**src/lps_pkg.sv**
```systemverilog
// ----------------------------------------------------------------------------
// Layer priority compositor package
// Shared widths, codes, configuration and control types for the compositor.
// ----------------------------------------------------------------------------
`default_nettype none

package lps_pkg;

  localparam int unsigned PIX_W         = 16;
  localparam int unsigned NUM_BG        = 4;
  localparam int unsigned NUM_SLOT      = 4;
  localparam int unsigned RANK_PER_SLOT = NUM_BG + 1;
  localparam int unsigned NUM_RANK      = NUM_SLOT * RANK_PER_SLOT;
  localparam int unsigned NUM_CHAN      = 3;
  localparam int unsigned CHAN_W        = 5;
  localparam int unsigned COEFF_W       = 5;
  localparam int unsigned PROD_W        = 10;
  localparam int unsigned NUM_STAGE     = 4;
  localparam int unsigned REG_IDX_W     = 3;
  localparam int unsigned CFG_DATA_W    = 16;

  localparam logic [PIX_W-1:0]   TRANSPARENT_CODE = 16'h8000;
  localparam logic [CHAN_W-1:0]  CHAN_MAX         = 5'd31;
  localparam logic [COEFF_W-1:0] COEFF_MAX        = 5'd16;

  // Layer codes as reported on the output.
  localparam logic [2:0] LAYER_SPRITE   = 3'd4;
  localparam logic [2:0] LAYER_BACKDROP = 3'd5;

  // Effect modes.
  localparam logic [1:0] EFF_NONE   = 2'd0;
  localparam logic [1:0] EFF_ALPHA  = 2'd1;
  localparam logic [1:0] EFF_BRIGHT = 2'd2;
  localparam logic [1:0] EFF_DARK   = 2'd3;

  // Register indexes of the configuration port.
  localparam logic [REG_IDX_W-1:0] REG_EFFECT_MODE    = 3'd0;
  localparam logic [REG_IDX_W-1:0] REG_COEFF_A        = 3'd1;
  localparam logic [REG_IDX_W-1:0] REG_COEFF_B        = 3'd2;
  localparam logic [REG_IDX_W-1:0] REG_COEFF_Y        = 3'd3;
  localparam logic [REG_IDX_W-1:0] REG_BG_PRIORITIES  = 3'd4;
  localparam logic [REG_IDX_W-1:0] REG_LAYER_ENABLES  = 3'd5;
  localparam logic [REG_IDX_W-1:0] REG_TARGET_SELECTS = 3'd6;
  localparam logic [REG_IDX_W-1:0] REG_BD_COLOR       = 3'd7;

  typedef logic [PIX_W-1:0] pixel_t;
  typedef logic [2:0]       layer_t;

  typedef struct packed {
    logic [1:0]         effect_mode;
    logic [COEFF_W-1:0] coeff_a;
    logic [COEFF_W-1:0] coeff_b;
    logic [COEFF_W-1:0] coeff_y;
    logic [7:0]         bg_priorities;
    logic [4:0]         layer_enables;
    logic [11:0]        target_selects;
    pixel_t             bd_color;
  } cfg_t;

  // Load enables for the two register stages inside one submodule.
  typedef struct packed {
    logic first;
    logic second;
  } adv_t;

  function automatic logic [COEFF_W-1:0] cap16(input logic [COEFF_W-1:0] v);
    return (v > COEFF_MAX) ? COEFF_MAX : v;
  endfunction

endpackage

`default_nettype wire

```
**src/lps_layer_sel.sv**
```systemverilog
// ----------------------------------------------------------------------------
// Layer selection
// Qualifies every layer pixel, then picks the top and second layer.
// ----------------------------------------------------------------------------
`default_nettype none

module lps_layer_sel (
  input  wire                              clk_i,
  input  wire lps_pkg::cfg_t               cfg_i,
  input  wire lps_pkg::adv_t               adv_i,
  input  wire lps_pkg::pixel_t [3:0]       bg_pixel_i,
  input  wire lps_pkg::pixel_t [3:0]       spr_pixel_i,
  input  wire [5:0]                        visible_mask_i,
  output lps_pkg::pixel_t                  top_pix_o,
  output lps_pkg::pixel_t                  sec_pix_o,
  output lps_pkg::layer_t                  top_lay_o,
  output lps_pkg::layer_t                  sec_lay_o,
  output logic                             eff_vis_o
);
  import lps_pkg::*;

  // Stage 1: qualified pixels.
  pixel_t [NUM_BG-1:0]   bg_q;
  pixel_t [NUM_SLOT-1:0] spr_q;
  logic   [NUM_BG-1:0]   bg_ok_q, bg_ok_d;
  logic   [NUM_SLOT-1:0] spr_ok_q, spr_ok_d;
  logic                  eff_vis_q;

  // Stage 2: selected layers.
  pixel_t top_pix_q, top_pix_d;
  pixel_t sec_pix_q, sec_pix_d;
  layer_t top_lay_q, top_lay_d;
  layer_t sec_lay_q, sec_lay_d;
  logic   eff_vis2_q;

  logic   [NUM_RANK-1:0] req, rest, top_oh, sec_oh;
  pixel_t [NUM_RANK-1:0] cand_pix;
  layer_t [NUM_RANK-1:0] cand_lay;

  always_comb begin
    for (int k = 0; k < NUM_BG; k++) begin
      bg_ok_d[k] = cfg_i.layer_enables[k] & visible_mask_i[k] &
                   (bg_pixel_i[k] != TRANSPARENT_CODE);
    end
    for (int s = 0; s < NUM_SLOT; s++) begin
      spr_ok_d[s] = cfg_i.layer_enables[NUM_BG] & visible_mask_i[NUM_BG] &
                    (spr_pixel_i[s] != TRANSPARENT_CODE);
    end
  end

  always_ff @(posedge clk_i) begin
    if (adv_i.first) begin
      bg_q      <= bg_pixel_i;
      spr_q     <= spr_pixel_i;
      bg_ok_q   <= bg_ok_d;
      spr_ok_q  <= spr_ok_d;
      eff_vis_q <= visible_mask_i[5];
    end
  end

  // Rank 0 is the strongest candidate: slot 0 sprite, then slot 0
  // backgrounds 0 to 3, then slot 1, and so on.
  always_comb begin
    for (int s = 0; s < NUM_SLOT; s++) begin
      for (int w = 0; w < RANK_PER_SLOT; w++) begin
        if (w == 0) begin
          req[s*RANK_PER_SLOT + w]      = spr_ok_q[s];
          cand_pix[s*RANK_PER_SLOT + w] = spr_q[s];
          cand_lay[s*RANK_PER_SLOT + w] = LAYER_SPRITE;
        end else begin
          req[s*RANK_PER_SLOT + w]      = bg_ok_q[w-1] &
              (cfg_i.bg_priorities[2*(w-1) +: 2] == 2'(s));
          cand_pix[s*RANK_PER_SLOT + w] = bg_q[w-1];
          cand_lay[s*RANK_PER_SLOT + w] = 3'(w-1);
        end
      end
    end
  end

  assign rest   = req & (req - 1'b1);
  assign top_oh = req & ~(req - 1'b1);
  assign sec_oh = rest & ~(rest - 1'b1);

  always_comb begin
    top_pix_d = '0;
    sec_pix_d = '0;
    top_lay_d = '0;
    sec_lay_d = '0;
    for (int r = 0; r < NUM_RANK; r++) begin
      top_pix_d = top_pix_d | ({PIX_W{top_oh[r]}} & cand_pix[r]);
      sec_pix_d = sec_pix_d | ({PIX_W{sec_oh[r]}} & cand_pix[r]);
      top_lay_d = top_lay_d | ({3{top_oh[r]}} & cand_lay[r]);
      sec_lay_d = sec_lay_d | ({3{sec_oh[r]}} & cand_lay[r]);
    end
    // The backdrop sits at the bottom of the stack; below it is black.
    if (req == '0) begin
      top_pix_d = cfg_i.bd_color;
      top_lay_d = LAYER_BACKDROP;
      sec_pix_d = '0;
      sec_lay_d = LAYER_BACKDROP;
    end else if (rest == '0) begin
      sec_pix_d = cfg_i.bd_color;
      sec_lay_d = LAYER_BACKDROP;
    end
  end

  always_ff @(posedge clk_i) begin
    if (adv_i.second) begin
      top_pix_q  <= top_pix_d;
      sec_pix_q  <= sec_pix_d;
      top_lay_q  <= top_lay_d;
      sec_lay_q  <= sec_lay_d;
      eff_vis2_q <= eff_vis_q;
    end
  end

  assign top_pix_o = top_pix_q;
  assign sec_pix_o = sec_pix_q;
  assign top_lay_o = top_lay_q;
  assign sec_lay_o = sec_lay_q;
  assign eff_vis_o = eff_vis2_q;

endmodule

`default_nettype wire

```
**src/lps_blend.sv**
```systemverilog
// ----------------------------------------------------------------------------
// Color effect
// Decides whether the effect applies, forms the per-channel products, then
// scales and saturates them into the final color.
// ----------------------------------------------------------------------------
`default_nettype none

module lps_blend (
  input  wire                 clk_i,
  input  wire lps_pkg::cfg_t  cfg_i,
  input  wire lps_pkg::adv_t  adv_i,
  input  wire lps_pkg::pixel_t top_pix_i,
  input  wire lps_pkg::pixel_t sec_pix_i,
  input  wire lps_pkg::layer_t top_lay_i,
  input  wire lps_pkg::layer_t sec_lay_i,
  input  wire                 eff_vis_i,
  output lps_pkg::pixel_t     color_o,
  output lps_pkg::layer_t     layer_o
);
  import lps_pkg::*;

  logic [COEFF_W-1:0] coef_a, coef_b, coef_y;
  logic [5:0]         first_sel, second_sel;
  logic               apply_d, apply_q;
  pixel_t             pix3_q;
  layer_t             lay3_q;
  logic [PROD_W-1:0]  prod_d [NUM_CHAN];
  logic [PROD_W-1:0]  prod_q [NUM_CHAN];

  pixel_t             color_d, color_q;
  layer_t             layer_q;
  logic [CHAN_W-1:0]  chan_res [NUM_CHAN];

  assign coef_a     = cap16(cfg_i.coeff_a);
  assign coef_b     = cap16(cfg_i.coeff_b);
  assign coef_y     = cap16(cfg_i.coeff_y);
  assign first_sel  = cfg_i.target_selects[5:0] >> top_lay_i;
  assign second_sel = cfg_i.target_selects[11:6] >> sec_lay_i;

  // Only alpha blending needs the second layer to be a target.
  assign apply_d = (cfg_i.effect_mode != EFF_NONE) & eff_vis_i & first_sel[0] &
                   (second_sel[0] | (cfg_i.effect_mode != EFF_ALPHA));

  always_comb begin
    for (int ch = 0; ch < NUM_CHAN; ch++) begin
      unique case (cfg_i.effect_mode)
        EFF_ALPHA: begin
          prod_d[ch] = PROD_W'(top_pix_i[ch*CHAN_W +: CHAN_W]) * PROD_W'(coef_a) +
                       PROD_W'(sec_pix_i[ch*CHAN_W +: CHAN_W]) * PROD_W'(coef_b);
        end
        EFF_BRIGHT: begin
          prod_d[ch] = PROD_W'(CHAN_MAX - top_pix_i[ch*CHAN_W +: CHAN_W]) *
                       PROD_W'(coef_y);
        end
        EFF_DARK: begin
          prod_d[ch] = PROD_W'(top_pix_i[ch*CHAN_W +: CHAN_W]) *
                       PROD_W'(COEFF_MAX - coef_y);
        end
        default: begin
          prod_d[ch] = '0;
        end
      endcase
    end
  end

  always_ff @(posedge clk_i) begin
    if (adv_i.first) begin
      apply_q <= apply_d;
      pix3_q  <= top_pix_i;
      lay3_q  <= top_lay_i;
      for (int ch = 0; ch < NUM_CHAN; ch++) begin
        prod_q[ch] <= prod_d[ch];
      end
    end
  end

  // Dividing by sixteen is the drop of the low four product bits.
  always_comb begin
    for (int ch = 0; ch < NUM_CHAN; ch++) begin
      unique case (cfg_i.effect_mode)
        EFF_ALPHA: begin
          chan_res[ch] = prod_q[ch][PROD_W-1] ? CHAN_MAX
                                              : prod_q[ch][CHAN_W+3:4];
        end
        EFF_BRIGHT: begin
          chan_res[ch] = pix3_q[ch*CHAN_W +: CHAN_W] + prod_q[ch][CHAN_W+3:4];
        end
        default: begin
          chan_res[ch] = prod_q[ch][CHAN_W+3:4];
        end
      endcase
    end
    color_d = apply_q ? {1'b0, chan_res[2], chan_res[1], chan_res[0]} : pix3_q;
  end

  always_ff @(posedge clk_i) begin
    if (adv_i.second) begin
      color_q <= color_d;
      layer_q <= lay3_q;
    end
  end

  assign color_o = color_q;
  assign layer_o = layer_q;

endmodule

`default_nettype wire

```
**src/layer_priority_compositor.sv**
```systemverilog
// ----------------------------------------------------------------------------
// Layer priority compositor
// Four-stage pipeline: layer qualification, priority selection, effect
// products, effect scaling. Each pixel passes through the stage registers
// in that order; one pixel is taken every cycle while the output is not
// stalled. Reset clears the configuration registers to zero and empties the
// pipeline; no clearing pass is needed.
// ----------------------------------------------------------------------------
`default_nettype none

module layer_priority_compositor (
  input  wire                                 clk_i,
  input  wire                                 rst_ni,
  input  wire                                 cfg_we_i,
  input  wire [lps_pkg::REG_IDX_W-1:0]        cfg_index_i,
  input  wire [lps_pkg::CFG_DATA_W-1:0]       cfg_data_i,
  input  wire                                 in_valid_i,
  output logic                                in_stall_o,
  input  wire [15:0]                          bg0_pixel_i,
  input  wire [15:0]                          bg1_pixel_i,
  input  wire [15:0]                          bg2_pixel_i,
  input  wire [15:0]                          bg3_pixel_i,
  input  wire [15:0]                          sprite_prio0_pixel_i,
  input  wire [15:0]                          sprite_prio1_pixel_i,
  input  wire [15:0]                          sprite_prio2_pixel_i,
  input  wire [15:0]                          sprite_prio3_pixel_i,
  input  wire [5:0]                           visible_mask_i,
  output logic                                out_valid_o,
  input  wire                                 out_stall_i,
  output logic [15:0]                         color_out_o,
  output logic [2:0]                          top_layer_o
);
  import lps_pkg::*;

  cfg_t cfg_q;

  logic [NUM_STAGE-1:0] valid_q, valid_d, ready;

  adv_t   sel_adv, blend_adv;
  pixel_t top_pix, sec_pix;
  layer_t top_lay, sec_lay;
  logic   eff_vis;

  always_ff @(posedge clk_i or negedge rst_ni) begin
    if (!rst_ni) begin
      cfg_q <= '0;
    end else if (cfg_we_i) begin
      unique case (cfg_index_i)
        REG_EFFECT_MODE:    cfg_q.effect_mode    <= cfg_data_i[1:0];
        REG_COEFF_A:        cfg_q.coeff_a        <= cfg_data_i[COEFF_W-1:0];
        REG_COEFF_B:        cfg_q.coeff_b        <= cfg_data_i[COEFF_W-1:0];
        REG_COEFF_Y:        cfg_q.coeff_y        <= cfg_data_i[COEFF_W-1:0];
        REG_BG_PRIORITIES:  cfg_q.bg_priorities  <= cfg_data_i[7:0];
        REG_LAYER_ENABLES:  cfg_q.layer_enables  <= cfg_data_i[4:0];
        REG_TARGET_SELECTS: cfg_q.target_selects <= cfg_data_i[11:0];
        REG_BD_COLOR:       cfg_q.bd_color       <= cfg_data_i;
        default: ;
      endcase
    end
  end

  // A stage can load when it is empty or the stage after it moves on.
  always_comb begin
    ready[NUM_STAGE-1] = ~valid_q[NUM_STAGE-1] | ~out_stall_i;
    for (int i = NUM_STAGE - 2; i >= 0; i--) begin
      ready[i] = ~valid_q[i] | ready[i+1];
    end
    valid_d[0] = ready[0] ? in_valid_i : valid_q[0];
    for (int i = 1; i < NUM_STAGE; i++) begin
      valid_d[i] = ready[i] ? valid_q[i-1] : valid_q[i];
    end
  end

  always_ff @(posedge clk_i or negedge rst_ni) begin
    if (!rst_ni) begin
      valid_q <= '0;
    end else begin
      valid_q <= valid_d;
    end
  end

  assign in_stall_o       = ~ready[0];
  assign out_valid_o      = valid_q[NUM_STAGE-1];
  assign sel_adv.first    = ready[0];
  assign sel_adv.second   = ready[1];
  assign blend_adv.first  = ready[2];
  assign blend_adv.second = ready[3];

  lps_layer_sel u_layer_sel (
    .clk_i          (clk_i),
    .cfg_i          (cfg_q),
    .adv_i          (sel_adv),
    .bg_pixel_i     ({bg3_pixel_i, bg2_pixel_i, bg1_pixel_i, bg0_pixel_i}),
    .spr_pixel_i    ({sprite_prio3_pixel_i, sprite_prio2_pixel_i,
                      sprite_prio1_pixel_i, sprite_prio0_pixel_i}),
    .visible_mask_i (visible_mask_i),
    .top_pix_o      (top_pix),
    .sec_pix_o      (sec_pix),
    .top_lay_o      (top_lay),
    .sec_lay_o      (sec_lay),
    .eff_vis_o      (eff_vis)
  );

  lps_blend u_blend (
    .clk_i     (clk_i),
    .cfg_i     (cfg_q),
    .adv_i     (blend_adv),
    .top_pix_i (top_pix),
    .sec_pix_i (sec_pix),
    .top_lay_i (top_lay),
    .sec_lay_i (sec_lay),
    .eff_vis_i (eff_vis),
    .color_o   (color_out_o),
    .layer_o   (top_layer_o)
  );

  // An empty output stage means the whole pipeline can move.
  assert property (@(posedge clk_i) disable iff (!rst_ni)
    !out_valid_o |-> !in_stall_o)
    else $error("input stalled while the output stage is empty");

  assert property (@(posedge clk_i) disable iff (!rst_ni)
    out_valid_o |-> (top_layer_o <= LAYER_BACKDROP))
    else $error("top layer code out of range");

  // With every layer disabled only the backdrop can win.
  assert property (@(posedge clk_i) disable iff (!rst_ni)
    (out_valid_o && cfg_q.layer_enables == '0) |-> (top_layer_o == LAYER_BACKDROP))
    else $error("a disabled layer won the pixel");

endmodule

`default_nettype wire
```
**config.mk**
```make
export PLATFORM = sky130hd
export DESIGN_NAME = layer_priority_compositor
export DESIGN_NICKNAME = d
export VERILOG_FILES = /design/src/lps_pkg.sv /design/src/lps_layer_sel.sv /design/src/lps_blend.sv /design/src/layer_priority_compositor.sv
export SDC_FILE = /design/constraint.sdc
export NUM_CORES = 1
export LEC_CHECK = 0
export ABC_AREA = 1
export BUFFER_PORTS_ARGS = -buffer_cell sky130_fd_sc_hd__buf_2
export CAP_MARGIN = 10
export CORE_MARGIN = 8
export CORE_UTILIZATION = 55
export CTS_CLUSTER_DIAMETER = 80
export DETAILED_ROUTE_END_ITERATION = 7
export PLACE_DENSITY_LB_ADDON = 0.15
export SYNTH_ARGS = -nofsm -noshare
export SYNTH_HDL_FRONTEND = slang
export SYNTH_HIERARCHICAL = 1
export SYNTH_SLANG_ARGS = --single-unit
```
**constraint.sdc**
```tcl
create_clock -name clk_i -period 12.83 [get_ports clk_i]
set_input_delay 2.566 -clock clk_i [delete_from_list [all_inputs] [get_ports clk_i]]
set_output_delay 2.566 -clock clk_i [all_outputs]
set_load 0.05 [all_outputs]
```
# ---- After elaboration in Yosys (flattened, before gate mapping)
# Memories as Yosys holds them, arrays and structs flattened.
# Index checks and enable logic that the tools add are counted.
dict set report totals {
  elab_cells 285
  register_bits 276
  ramBits 30
  out_inout_bits 21
  inputBits 158
  memories 1
}
# name words word_bits rd rd_clocked_by_memory_dff write_ports line_no
set memory_table {}
lappend memory_table {u_blend.prod_q 3 10 3 0 3 lps_blend.sv:28} ;# logic [PROD_W-1:0] prod_q [NUM_CHAN];
dict set report op_classes {
  mux 17
  n_addsub 12
  bitwise 156
  n_mul 12
  n_eq_ne 31
  order_cmp 3
  reduce_logical 17
  n_shift 2
}
# cell n
set ops {}
lappend ops {{$and 16x16->16} 20}
lappend ops {{$or 16x16->16} 19}
lappend ops {{$and 15x15->15} 20}
lappend ops {{$or 15x15->15} 19}
lappend ops {{$ne 16x16->1 const B} 8}
lappend ops {{$pmux 10 s3} 3}
lappend ops {{$and 20x20->20} 3}
lappend ops {{$mul 5x5->10} 6}
lappend ops {{$or 3x2->3} 16}
lappend ops {{$logic_not 20->1} 2}
lappend ops {{$not 20->20} 2}
lappend ops {{$sub 20x1->20 const B} 2}
lappend ops {{$and 1x1->1} 32}
lappend ops {{$add 10x10->10} 3}
lappend ops {{$mul 10x5->10} 3}
lappend ops {{$mul 5x10->10} 3}
lappend ops {{$mux 15} 2}
lappend ops {{$mux 5} 6}
lappend ops {{$pmux 5 s2} 3}
lappend ops {{$or 3x1->3} 8}
lappend ops {{$sub 5x5->6 const A} 4}
lappend ops {{$eq 2x2->1 const B} 10}
lappend ops {{$or 3x3->3} 6}
lappend ops {{$mux 16} 1}
lappend ops {{other kinds (16)} 49}

# ---- Depth between registers and ports, before layout
dict set report depth {
  depth_word 28
  mapped_depth 25
  ltp_nobuf 24
}

# ---- By module
# Netlist, hierarchy kept.
# mod seq_area_each_um2 cells_each instances area_each_um2
set by_module_without_submodules {}
lappend by_module_without_submodules {lps_blend 1711.6 1709 1 12906.1}
lappend by_module_without_submodules {lps_layer_sel 5285.1 1085 1 9342.7}
lappend by_module_without_submodules {layer_priority_compositor 1551.5 285 1 2461.1}

# ---- Worst setup path before layout
# Ideal clock, no wire load.
dict set report synth_path {
  path_type {input port to output port}
  start {input out_stall_i}
  end {output in_stall_o}
  slack_ps 2080
  t_required_ps 10264
  cell_stages 4
  arrival_ps 8184
  path_cell_list {nand2_1 -> nor2_1 -> nand3_1 -> inv_1}
}
dict set report synth_via {
  elab_chain_len 6
}
# element line_no
set synth_rtl {}
lappend synth_rtl {{from (decl)} layer_priority_compositor.sv:29} ;# input wire out_stall_i,
lappend synth_rtl {{$not 1->1} layer_priority_compositor.sv:64} ;# ready[NUM_STAGE-1] = ~valid_q[NUM_STAGE-1] | ~out_stall_i;
lappend synth_rtl {{$or 1x1->1} layer_priority_compositor.sv:64}
lappend synth_rtl {{$or 1x1->1 (3 in a row)} layer_priority_compositor.sv:66} ;# ready[i] = ~valid_q[i] | ready[i+1];
lappend synth_rtl {{net ready[0]} layer_priority_compositor.sv:37} ;# logic [NUM_STAGE-1:0] valid_q, valid_d, ready;
lappend synth_rtl {{$not 1->1} layer_priority_compositor.sv:82} ;# assign in_stall_o = ~ready[0];
lappend synth_rtl {{to (decl)} layer_priority_compositor.sv:18} ;# output logic in_stall_o,
# The timed path passes the listed nets, and every way through them passes these cells.

==> metrics.md <==
| Metric | Value |
|---|---|
| GP Congestion | 0.9742 |
| Synth Cell Area | approximately 25000 um^2 |
| Critical Path Fanout Max | 42 |
| # IOs | 179 |
| Total core area | between 40000 and 50000 um^2 |
| CTS resizes | 0 |
| Max-cap viol count | 0 |
| Layout cell share with drive strength beyond 1 | 0.09691 |
| CTS Buf Count | 35 |
| Hold Path Class | register to register |
| Slew Viols, Final | 0 |
| Layout Cells excl Fill | 3863 |
| Startpoint Class | input port |
| Cts hold-fix bufs | 0 |
| Vias | 21270 |
| CP startpoint | out_stall_i |
| Crit-path cells | buf_2, nand2_1, nor2_1, nand3_4, inv_1, buf_2 |
| Leak | around 14 nW |
| Fin crit share | 0.5757 |
| Die Ht | roughly 230 um |
| GR Util All Layers | 0.2910 |
| Starting density of the core | 0.5561 |
| Worst-Skew Late Latency | about 0.55 ns |
| Cell mode on critical path | buf_2 |
| GRT overflow | 0 |
| Initial antenna violation count | 0 |
| Drt total wl | between 70000 and 80000 um |
| Final HPWL DP | 60250 um |
| Yosys warns | 6 |
| Worst-Margin Slew | 1.180 ns |
| Min-delay src | u_blend/lay3_q[2]$_DFFE_PP_ |
| Failing checks | design-rule violations |
| CTS tree | yes |
| Clock sink count | 294 |
| Required @ worst endpoint | roughly 10 ns |
| TritonRoute pass-1 iters | 8 |
| DIE WIDTH | about 230 um |
| DP Cell Count | roughly 3800 |
| CTS H-tree depth | 2 |
| Detail-routed via count per cell | around 5.5 |
| Routed len/inst | around 19 um |
| Post-CTS setup buffers | 0 |
| Antenna viol nets, final | 0 |
| Area Overhead vs Synth | 11.24% |
| Worst Skew | between 0.02 and 0.03 ns |
| FMAX | roughly 0.14 GHz |
| 1st-iter DRT viols | around 1700 |
| Drt drc | 3 |
| Critical path class | input port to output port |
| VDD IR max | ~160 uV |
| Mean Syn Cell Area | just over 8 um^2 |
| Status | finished, violations left |
| Cells after Synth | 3056 |
| DIE AREA | roughly 52000 um^2 |
| Clock Path Buffers | 3 |
| WP buf/inv | 3 |
| Crit path time final | 7.386 ns |
| Vias in the first global route | roughly 21000 |
| CP Data Arrival Time | approximately 4.8 ns |
| Setup TNS | 0 ns |
| FF-to-FF Start | cfg_q[50]$_DFFE_PN0P_ |
| Unrepaired setup endpoints after global routing | false |
| Worst setup EP type | output port |
| R2r setup slk | 6.44 ns |
| Hold Fails Final Rpt | 0 |
| Max stage delay on crit path | 0.58 ns |
| Largest net degree at the start of global routing | 65 |
| Worst-path clk slew | ~0.050 ns |
| Slew headroom | 0.2106 |
| Clock root buffer master | clkbuf_16 |
| Top delay family on crit path | simple AND/OR/NAND/NOR gates |
| First-pass GRT wire length | about 120000 um |
| Diode count | 0 |
| Pwr dens | approximately 230 nW/um^2 |
| Number of port buffers | ~180 |
| Final number of setup-violating endpoints | 0 |
| Worst path slowest cell | nand3_4 |
| # rows | 77 |
| Final net count | 3749 |
==> placed cells by master (no fill, tap or decap), types with 22 or more instances in the layout <==
cell type  count
fa_1         166
clkbuf_16     39
nor4_1        34
nand3_1      150
a21oi_1       88
dfrtp_1       62
buf_2        178
inv_1        504
o211ai_1      22
edfxtp_1     232
o21ai_0       74
ha_1         181
conb_1        30
nor2_1       390
nand2_1      846
==> final timing paths <==
path	endpoint	depth (start not counted)
max	in_stall_o	6
min	u_blend/layer_o[2]$_DFFE_PP_	0
max reg2reg	u_blend/prod_q[0][19]$_DFFE_PP_	21
min reg2reg	u_blend/layer_o[2]$_DFFE_PP_	0
max in group asynchronous	cfg_q[49]$_DFFE_PN0P_	2
min in group asynchronous	cfg_q[40]$_DFFE_PN0P_	2
==> worst register-to-register path, cell delays in order, from the launching register on <==
cell      delay, ns
dfrtp_1        0.75
nand2_1        0.28
nand2_1        0.56
inv_1          0.24
nand2_1        0.13
fa_1           0.45
fa_1           0.57
inv_1          0.06
fa_1           0.50
fa_1           0.54
inv_1          0.06
fa_1           0.53
inv_1          0.04
ha_1           0.37
a21oi_1        0.24
nor2_1         0.06
a211oi_1       0.26
nand2_1        0.12
nand2_1        0.09
nand3_1        0.08
nand3_1        0.10
a21oi_1        0.08
==> where the power goes <==
part | total [mW] | leakage, nW | internal (mW) | switching (mW)
Sequential | 1.61 | 3.20 | 1.31 | 0.303
Clock | 1.05 | 0.608 | 0.632 | 0.420
Combinational | 3.65 | 10.3 | 1.32 | 2.33
==> flip-flops by register name, indices dropped and copies added, names as in the netlist, 4 cells and up <==
name and flops:
u_layer_sel/sec_pix_o 15, u_layer_sel/cand_pix 64, valid_q 4, u_layer_sel/bg_q 64, u_blend/color_o 16, u_layer_sel/top_pix_o 16, u_blend/prod_q 18, u_layer_sel/bg_ok_q 4
cfg_q 58, u_blend/pix3_q 16, u_layer_sel/spr_ok_q 4
==> final cells by class <==
cell class                 instances  area [um^2]
multi-input combinational       2190        13850
inverter                         524         1967
tap                              592        740.7
fill                            3892        16860
clock inverter                    19        195.2
clock buffer                      45         1028
timing repair buffer             199         1052
sequential                       294         8518
==> per-layer routing <==
layer  vias up  part of all wire  GRT usage
met2       904              0.49     0.5124
met3       160             0.065    0.04199
li1      10090                 -          -
met5         -                 0          0
met1     10120              0.39     0.3527
met4         0             0.046     0.1267
==> through the flow <==
stage                     setup WS (ns)  cell area (um^2)  hold slack, ns  utilization  total power [mW]
final                             5.444             27360          0.4163       0.6186             6.313
after global routing              5.274             27360          0.4258       0.6186             6.902
after CTS                         5.462             27350          0.4184       0.6184             6.299
after detailed placement          5.463             26120          0.4054       0.5907             5.214
after floorplan                   2.080             24700          0.4003            -             4.253
after global placement            5.495             26120          0.4028       0.5907             5.107
(Power assumes the default switching activity.)
